===== src/rtl/tfd_pkg.sv =====
`timescale 1ns / 1ps

package tfd_pkg;

    localparam logic [7:0] ESC_BYTE    = 8'h7D;
    localparam logic [7:0] ESC_ADD     = 8'h20;
    localparam logic [7:0] START_RESET = 8'h10;

    // Unstuffed byte handed from the unstuff stage to the framer.
    typedef struct packed {
        logic       vld;
        logic [7:0] data;
    } t_ubyte;

    // One completed frame.
    typedef struct packed {
        logic        vld;
        logic [15:0] id;
        logic [31:0] value;
        logic        ok;
    } t_result;

    // End-around-carry byte add (ones' complement style).
    function automatic logic [7:0] eac_add(input logic [7:0] a, input logic [7:0] b);
        logic [8:0] s;
        s = {1'b0, a} + {1'b0, b};
        return s[7:0] + {7'd0, s[8]};
    endfunction

endpackage


===== src/rtl/tfd_unstuff.sv =====
`timescale 1ns / 1ps

module tfd_unstuff (
    input  logic          i_clk,
    input  logic          i_rst_n,
    input  logic          i_take,
    input  logic [7:0]    i_byte,
    output tfd_pkg::t_ubyte o_ub
);
    import tfd_pkg::*;

    logic r_esc;
    logic n_esc;
    logic is_esc;

    assign is_esc = !r_esc && (i_byte == ESC_BYTE);
    // escape byte itself is swallowed; the following byte gets the offset
    assign n_esc     = is_esc;
    assign o_ub.vld  = i_take && !is_esc;
    assign o_ub.data = r_esc ? (i_byte + ESC_ADD) : i_byte;

    always_ff @(posedge i_clk) begin
        if (!i_rst_n) begin
            r_esc <= 1'b0;
        end else if (i_take) begin
            r_esc <= n_esc;
        end
    end

endmodule


===== src/rtl/tfd_frame.sv =====
`timescale 1ns / 1ps

module tfd_frame (
    input  logic            i_clk,
    input  logic            i_rst_n,
    input  tfd_pkg::t_ubyte i_ub,
    input  logic [7:0]      i_start,
    output tfd_pkg::t_result o_res
);
    import tfd_pkg::*;

    localparam logic [2:0] POS_HUNT = 3'd0;
    localparam logic [2:0] POS_LAST = 3'd6;
    localparam logic [2:0] POS_CSUM = 3'd7;

    logic [2:0] r_pos;
    logic [2:0] n_pos;
    logic [7:0] r_bytes [0:5];
    logic [7:0] r_acc;      // EAC sum of payload so far, seed added at the end
    logic [7:0] n_acc;
    logic [2:0] wr_idx;
    logic [7:0] sum;

    assign wr_idx = r_pos - 3'd1;
    // EAC sum is order independent, so the seed can be folded in last
    assign sum    = eac_add(i_start, r_acc);

    always_comb begin
        n_pos = r_pos;
        n_acc = r_acc;
        if (i_ub.vld) begin
            case (r_pos)
                POS_HUNT: begin
                    if (i_ub.data == i_start) begin
                        n_pos = 3'd1;
                        n_acc = 8'd0;
                    end
                end
                POS_CSUM: begin
                    n_pos = POS_HUNT;
                end
                default: begin
                    n_pos = r_pos + 3'd1;
                    n_acc = eac_add(r_acc, i_ub.data);
                end
            endcase
        end
    end

    always_ff @(posedge i_clk) begin
        if (!i_rst_n) begin
            r_pos <= POS_HUNT;
        end else begin
            r_pos <= n_pos;
        end
    end

    always_ff @(posedge i_clk) begin
        r_acc <= n_acc;
        if (i_ub.vld && (r_pos != POS_HUNT) && (r_pos <= POS_LAST)) begin
            r_bytes[wr_idx] <= i_ub.data;
        end
    end

    assign o_res.vld   = i_ub.vld && (r_pos == POS_CSUM);
    assign o_res.id    = {r_bytes[1], r_bytes[0]};
    assign o_res.value = {r_bytes[5], r_bytes[4], r_bytes[3], r_bytes[2]};
    assign o_res.ok    = (~sum == i_ub.data);

endmodule


===== src/rtl/telemetry_frame_deframer_unit.sv =====
`timescale 1ns / 1ps
// Telemetry frame deframer.
// Input channel: one raw serial byte per request (i_valid / o_stall, i_rx_byte).
//   A request is taken on a clock edge with i_valid high and o_stall low.
// Output channel: one frame per request (o_valid / i_stall) with the sensor id,
//   the 32-bit little-endian value and a checksum pass flag. Frames failing the
//   checksum are still delivered with o_checksum_ok low.
// Config channel: i_cfg_valid / o_cfg_ready with i_cfg_data = start byte
//   (also the checksum seed). o_cfg_ready is always high; write while idle.
// Output timing: the checksum byte passes the input register, then the result register,
//   before o_valid rises; the receiver can take it next edge.
// Throughput: one byte per cycle sustained unless the receiver stalls; per-byte work
//   is one 8-bit end-around-carry add, with the seed folded in on the checksum byte.
// Reset (i_rst_n low, synchronous): start byte returns to 0x10, escape state
//   and frame position clear, both pipeline registers empty.
// Receiver stall: the result register holds its frame and every byte waits
//   behind it; the input register takes at most one more byte, then o_stall
//   stays high until the held frame is taken.

module telemetry_frame_deframer_unit (
    input  logic        i_clk,
    input  logic        i_rst_n,
    input  logic        i_valid,
    output logic        o_stall,
    input  logic [7:0]  i_rx_byte,
    output logic        o_valid,
    input  logic        i_stall,
    output logic [15:0] o_sensor_id,
    output logic [31:0] o_sensor_value,
    output logic        o_checksum_ok,
    input  logic        i_cfg_valid,
    output logic        o_cfg_ready,
    input  logic [7:0]  i_cfg_data
);
    import tfd_pkg::*;

    logic [7:0]  r_start_byte;
    logic        r_in_vld;
    logic [7:0]  r_in_byte;
    logic        r_out_vld;
    t_result     r_out;
    logic        advance;
    logic        take;
    t_ubyte      ub;
    t_result     res;

    // result stage free or being emptied this cycle
    assign advance = !(r_out_vld && i_stall);
    assign take    = r_in_vld && advance;
    assign o_stall = r_in_vld && !advance;

    assign o_cfg_ready = 1'b1;

    always_ff @(posedge i_clk) begin
        if (!i_rst_n) begin
            r_start_byte <= START_RESET;
        end else if (i_cfg_valid && o_cfg_ready) begin
            r_start_byte <= i_cfg_data;
        end
    end

    // input register
    always_ff @(posedge i_clk) begin
        if (!i_rst_n) begin
            r_in_vld <= 1'b0;
        end else if (!o_stall) begin
            r_in_vld <= i_valid;
        end
    end

    always_ff @(posedge i_clk) begin
        if (!o_stall && i_valid) begin
            r_in_byte <= i_rx_byte;
        end
    end

    tfd_unstuff u_unstuff (
        .i_clk   (i_clk),
        .i_rst_n (i_rst_n),
        .i_take  (take),
        .i_byte  (r_in_byte),
        .o_ub    (ub)
    );

    tfd_frame u_frame (
        .i_clk   (i_clk),
        .i_rst_n (i_rst_n),
        .i_ub    (ub),
        .i_start (r_start_byte),
        .o_res   (res)
    );

    // result register
    always_ff @(posedge i_clk) begin
        if (!i_rst_n) begin
            r_out_vld <= 1'b0;
        end else if (advance) begin
            r_out_vld <= res.vld;
        end
    end

    always_ff @(posedge i_clk) begin
        if (advance && res.vld) begin
            r_out <= res;
        end
    end

    assign o_valid        = r_out_vld;
    assign o_sensor_id    = r_out.id;
    assign o_sensor_value = r_out.value;
    assign o_checksum_ok  = r_out.ok;

endmodule


===== config.mk =====
export PLATFORM = sky130hd
export DESIGN_NAME = telemetry_frame_deframer_unit
export DESIGN_NICKNAME = d
export VERILOG_FILES = /design/src/rtl/tfd_pkg.sv /design/src/rtl/tfd_unstuff.sv /design/src/rtl/tfd_frame.sv /design/src/rtl/telemetry_frame_deframer_unit.sv
export SDC_FILE = /design/constraint.sdc
export NUM_CORES = 1
export LEC_CHECK = 0
export BUFFER_PORTS_ARGS = -buffer_cell sky130_fd_sc_hd__clkbuf_2
export CORE_ASPECT_RATIO = 1.1
export CORE_MARGIN = 10
export CORE_UTILIZATION = 57
export CTS_CLUSTER_DIAMETER = 80
export DETAILED_ROUTE_END_ITERATION = 8
export PLACE_DENSITY_LB_ADDON = 0.08
export SYNTH_ARGS = -nofsm -noshare
export SYNTH_HDL_FRONTEND = slang
export SYNTH_SLANG_ARGS = --single-unit

===== constraint.sdc =====
create_clock -name i_clk -period 4.2 [get_ports i_clk]
set_input_delay 0.42 -clock i_clk [delete_from_list [all_inputs] [get_ports i_clk]]
set_output_delay 0.42 -clock i_clk [all_outputs]
set_load 0.005 [all_outputs]

==> results of run 1 <==
-- power groups by stage --
stage	Combinational, mW	Sequential (mW)	Clock (mW)
after floorplan	0.141	1.42	0
after global placement	0.197	1.42	0
after detailed placement	0.202	1.42	0
after CTS	0.204	1.40	1.42
after global routing	0.227	1.40	1.48
final	0.204	1.40	1.40
-- metal layers --
layer  track usage, %  share of wire, %  vias up
met4             9.41               2.4        0
met1             18.7                42     1493
li1                 -                 -     1458
met2             26.9                49      100
met3             5.84               6.4       18
met5                0                 0        -
-- logic make-up (layout without fill, tap and decap cells) --
logic type	after synthesis	in the layout	share of synthesized area, %
and+or+nand+nor	81	81	8.70
other	1	1	0.0713
muxes	9	9	1.71
AOI/OAI and AO/OA	42	42	5.45
adders and majority gates	28	28	6.94
xor gates and xnor gates	32	32	5.73
DFF	127	127	69.8
buffers and inverters	21	126	1.57
-- stage by stage --
step | hold slack (ns) | util, % | cells | instance area, um^2 | total power, mW
5_1_grt | 0.0496 | 71.4 | 560 | 6370 | 3.11
3_5_place_dp | 0.405 | 65.0 | 528 | 5790 | 1.63
6_report | 0.0716 | 71.4 | 560 | 6370 | 3.00
3_3_place_gp | 0.400 | 65.0 | 528 | 5790 | 1.62
2_1_floorplan | 0.400 | - | 341 | 5260 | 1.56
4_1_cts | 0.0567 | 71.4 | 560 | 6370 | 3.02
-- worst max-delay path, stage by stage (launching register included) --
cell and delay [ns]:
edfxtp_1 0.45, ha_1 0.33, mux2i_1 0.22, inv_1 0.25, ha_1 0.40, o21ai_0 0.09, a21oi_1 0.20, o21ai_0 0.10
nand2b_1 0.09, ha_1 0.17, and3_1 0.19, nand4_1 0.15, nor4_1 0.36, xnor3_1 0.25, nor2b_1 0.14
-- flip-flops by register name, indices dropped and copies added, names as in the netlist, 3 cells and up --
| name | flops |
|---|---|
| r_start_byte | 8 |
| u_frame.r_acc | 8 |
| u_frame.r_pos | 3 |
| u_frame.r_bytes | 48 |
| o_sensor_id | 16 |
| r_in_byte | 8 |
| o_sensor_value | 32 |
-- cell usage in the layout, fill, tap and decap left out, types with 2 or more instances in the layout --
cell        Yosys  final
edfxtp_1      113    113
clkbuf_2        0     71
ha_1           26     26
xnor2_1        22     22
nor2_1         19     18
inv_1          17     17
clkbuf_16       0     16
dfxtp_1        14     14
nor2b_1        12     12
o21ai_0        10     10
mux2i_1         9      9
a21oi_1         8      8
nand2_1         8      8
xor2_1          8      8
o21a_1          7      7
nor3_1          6      6
clkinvlp_4      0      6
buf_4           1      6
and3_1          5      5
nand3_1         5      5
nand2b_1        4      4
nand4_1         4      4
nor4_1          3      3
a21o_1          3      3
nor4b_1         3      3
and2_1          2      2
or2_2           2      2
o311a_1         2      2
o211ai_1        2      2
o21bai_1        2      2
or3_1           2      2
fa_1            2      2
bufinv_16       0      2
clkinv_4        0      2
inv_8           0      2
clkinv_2        0      2
-- worst paths after layout --
check / slack [ns] / depth (start not counted) / end
max: 0.54 / 14 / u_frame.r_acc[7]
min: 0.07 / 1 / r_in_byte[1]
max reg2reg: 0.54 / 14 / u_frame.r_acc[7]
min reg2reg: 0.41 / 0 / o_sensor_value[6]
-- area by class of cell --
cell class,count,share of cell area [%]
clock inverters,15,2.57
flip-flops and latches,127,57.7
repair buffers,77,6.28
well taps,114,2.24
clock buffers,17,6.50
multi-input cells,193,23.7
inverters,17,1.00
==> impl_metrics.toml, run 1 <==
[synthesis]
synth_fp_nets = 390
synthFlopType = "edfxtp_1"
postSynthCellCount = 341
synth.top_cell.area_share_pct = 64.5
synthTopCellsByArea = "edfxtp_1, ha_1, dfxtp_1"
ys_ff_latch = 127
yosysWarnings = 0
synth_cell_types = 47
synthTopCellsByCount = "edfxtp_1, ha_1, xnor2_1"
ys_async_sr_fraction_pct = 0
syn_avg_cell_area_um2 = 15.4
synth_edf_count = 113
yosysTopAreaCell = "edfxtp_1"
yosysMostFrequentCell = "edfxtp_1"
ys_seq_area_share_pct = 69.8
netlist_area_um2 = 5260

[die]
core-area_um2 = 8920
die_x_um = 112
rows = 36
initial_core_util_pct = 59.0
num_io_pins = 73
die_y_um = 121
dieArea_um2 = 13500

[flow_run]
cap_viol_max_count = 0

[setup_path]
regToRegStartpoint = "r_in_byte[5]"
critical_path_class = "reg -> reg"
critPathLaunchType = "register"
cp.required_ns = 4.46
timing.critical_path.from = "r_in_byte[5]"
end_kind = "register"
cp_max_fo = 8
cp.arrival_ns = 3.91

[power]
ir_drop_uv = 271
p_sw_share_pct = 22.5
seqPwrFrac_pct = 46.5
pwr-share-clk_pct = 46.7
power.switching_mw = 0.677
internal_power_mw = 2.33
combPwrFrac_pct = 6.8
power_density_nw_per_um2 = 471
p_leak_nw = 2.46

[timing]
slew_headroom_pct = 46.7
clock_skew_ns = 0.0136
fin_crit_ns = 3.66
setup_viol_count_final = 0
final-max-slew-violation-count = 0
finalCritPeriodShare_pct = 87.1
setup_slack_ns = 0.542
rsz0062_at_grt = "no"
fmax_mhz = 273
tns_ns = 0
tightest_slew_ns = 0.796
finalHoldViolCount = 0

[placed_design]
port_buffers = 71
dp_worst_setup_slack_ns = 0.582
hpwl_um = 7620
gp_congestion = 0.855

[grt]
track_usage_pct = 16.5
antenna_found_initial = 0
grt_max_degree = 34
grt_pass1_wl_um = 17100
grt_pass1_vias = 3210
grt_overflow = 0

[detailed_routing]
viasPerCell = 5.48
finalWirelength_um = 10700
ant_nets = 0
vias = 3069
firstDrtPassIters = 4
wire_per_inst_um = 19.1
drc = 0
dr.first_iter.drc_count = 172

[layout]
drive_gt1_share_pct = 26.2
area_growth_syn_to_layout_pct = 21.1
multiInputGateArea_um2 = 1510
layout.nets = 482
n_antenna_cell = 0
nFillCells = 630
regArea_um2 = 3670

[cts]
cts_root_buffer = "clkbuf_8"
ctsHoldBuffers = 0
postCtsSetupBuffers = 0
cts_tree = "yes"
clk_path_buf_depth = 2
cts_buffers = 17
clock_latency_ns = 0.53
clock_sinks = 127
post_cts_resized = 0
ctsHtreeMaxLevel = 4
path_clk_slew_ns = 0.06

[hold_path]
holdCritStartpoint = "i_rx_byte[1]"
hp-class = "in -> reg"

[run_status]
status = "finished clean"
Power figures use the tool's default switching activity.
==> run 2: changes to the inputs <==
--- a/config.mk
+++ b/config.mk
@@ -5,6 +5,7 @@
 export SDC_FILE = /design/constraint.sdc
 export NUM_CORES = 1
 export LEC_CHECK = 0
+export ABC_AREA = 1
 export BUFFER_PORTS_ARGS = -buffer_cell sky130_fd_sc_hd__clkbuf_2
 export CORE_ASPECT_RATIO = 1.1
 export CORE_MARGIN = 10
==> impl_metrics.toml, run 2 <==
[run_status]
status = "finished clean"

[power]
p_total_mw = 3.09
p_leak_nw = 2.70
ir_drop_uv = 268
power_density_nw_per_um2 = 469

[layout]
mostFrequentLayoutCell = "edfxtp_1"
instances_no_fill = 670
final_cell_mix = "edfxtp_1, nand2_1, clkbuf_2"
regMostFlops = "u_frame.r_bytes"
utilization_pct = 70.0
largest_reg_flops = 48
area_growth_syn_to_layout_pct = 19.7
n_antenna_cell = 0
layout.nets = 589
nFillCells = 627
drive_gt1_share_pct = 23.3

[placed_design]
hpwl_um = 7570
port_buffers = 71
placed_cells = 638
gp_congestion = 0.904

[flow_run]
cap_viol_max_count = 0

[detailed_routing]
wire_per_inst_um = 15.8
firstDrtPassIters = 5
dr.first_iter.drc_count = 157
vias = 3415
viasPerCell = 5.10
drc = 0
ant_nets = 0
finalWirelength_um = 10600

[setup_path]
cp.arrival_ns = 3.36
cp_max_fo = 11
cp.required_ns = 4.45
worstPathCellList = "ha_1, inv_1, fa_1, inv_1, nand4_1, o211ai_1, a21oi_1, o21bai_1, ha_1, ha_1, inv_1, nor2_1, nand2_1, nor2_1, nand2_1, o21ai_0, a21oi_1"
end_kind = "register"
critPathMaxStageDelay_ns = 0.60
critical_path_class = "reg -> reg"
cpMaxStageDelayCell = "edfxtp_1"
critPathLaunchType = "register"

[timing]
rsz0062_at_grt = "no"
clock_skew_ns = 0.00880
setup_viol_count_final = 0
final-max-slew-violation-count = 0
slew_headroom_pct = 33.7
fin_crit_ns = 3.11
finalCritPeriodShare_pct = 74.1
tns_ns = 0
fmax_mhz = 321
tightest_slew_ns = 0.994
finalHoldViolCount = 0

[die]
num_io_pins = 73
core-area_um2 = 9400
die_y_um = 123
rows = 37
die_x_um = 114
initial_core_util_pct = 58.4
dieArea_um2 = 14000

[cts]
post_cts_resized = 0
postCtsSetupBuffers = 0
clock_latency_ns = 0.51
ctsHtreeMaxLevel = 4
path_clk_slew_ns = 0.06
cts_root_buffer = "clkbuf_8"
cts_tree = "yes"
ctsHoldBuffers = 0
cts_buffers = 17
clk_path_buf_depth = 2
clock_sinks = 127

[hold_path]
hp-class = "in -> reg"

[synthesis]
synth_top_family_by_area = "simple AND/OR/NAND/NOR gates"
synth_compound_area_share_pct = 5.01
synth_cell_types = 36
synthAdderAreaFrac_pct = 6.65
synth_xor_area_share_pct = 2.23
synth_edf_count = 113
ys_seq_area_share_pct = 66.9
synthFlopType = "edfxtp_1"
synth.top_cell.area_share_pct = 61.8
yosysWarnings = 0
postSynthCellCount = 454
synthTopCellsByArea = "edfxtp_1, ha_1, nand2_1"
yosysTopAreaCell = "edfxtp_1"
synth.area.mux_share_pct = 0
ys_async_sr_fraction_pct = 0
yosysMostFrequentCell = "edfxtp_1"
synthTopCellsByCount = "edfxtp_1, nand2_1, inv_1"
synth_fp_nets = 503
netlist_area_um2 = 5490
yosys.area_share.simple_pct = 14.8
syn_avg_cell_area_um2 = 12.1
ys_ff_latch = 127

[grt]
grt_pass1_wl_um = 17200
track_usage_pct = 15.9
grt_max_degree = 50
grt_overflow = 0
antenna_found_initial = 0
grt_pass1_vias = 3498
[run 2: path summary, 6_finish.rpt]
check / from / endpoint / slack, ns / depth (start not counted)
min: i_rx_byte[6] / r_in_byte[6] / 0.08 / 1
min reg2reg: u_frame.r_bytes[4][0] / o_sensor_value[16] / 0.41 / 0
max reg2reg: r_in_byte[0] / u_frame.r_acc[6] / 1.09 / 17
max: r_in_byte[0] / u_frame.r_acc[6] / 1.09 / 17
[run 2: final cells by class]
cell class / count / area, um^2 / share of cell area, %
multi-input combinational: 266 / 1580 / 24.0
timing repair buffer: 71 / 355 / 5.40
inverter: 57 / 214 / 3.25
clock inverter: 15 / 194 / 2.95
sequential: 127 / 3670 / 55.9
tap: 117 / 146 / 2.23
clock buffer: 17 / 414 / 6.30
[run 2: routing by layer]
metal / vias up / global-route usage [%] / wire [um]
met4: 0 / 6.19 / 195
met2: 97 / 26.2 / 5140
met1: 1572 / 18.0 / 4470
met5: - / 0 / 0
met3: 13 / 6.73 / 754
li1: 1733 / - / -
[run 2: where the power goes]
group	internal, mW	switching [mW]	leakage, nW	total [mW]
registers	1.38	0.0213	1.14	1.40
clock network	0.960	0.516	0.294	1.48
logic	0.0788	0.130	1.27	0.209
total	2.42	0.667	2.70	3.09
[run 2: stage by stage]
step	cell area [um^2]	setup WS (ns)	hold slack, ns
floorplan	5490	1.48	0.400
global placement	5970	1.25	0.402
detailed placement	5970	1.08	0.405
CTS	6580	1.08	0.0616
global route	6580	0.644	0.0610
finish	6580	1.09	0.0836
[run 2: worst max-delay path: cells and delay by family, from the launching register on]
kind	cells	cell delay (ns)
DFF	1	0.60
AOI/OAI and AO/OA	5	0.62
adders and majority gates	4	0.99
buffers and inverters	3	0.20
and+or+nand+nor	5	0.46
[run 2: logic make-up after synthesis]
| logic type | Yosys count |
|---|---|
| flops | 127 |
| fa+ha+maj | 28 |
| simple gates | 176 |
| compound gates | 47 |
| other cells | 1 |
| buf+inv | 61 |
| xor+xnor | 14 |
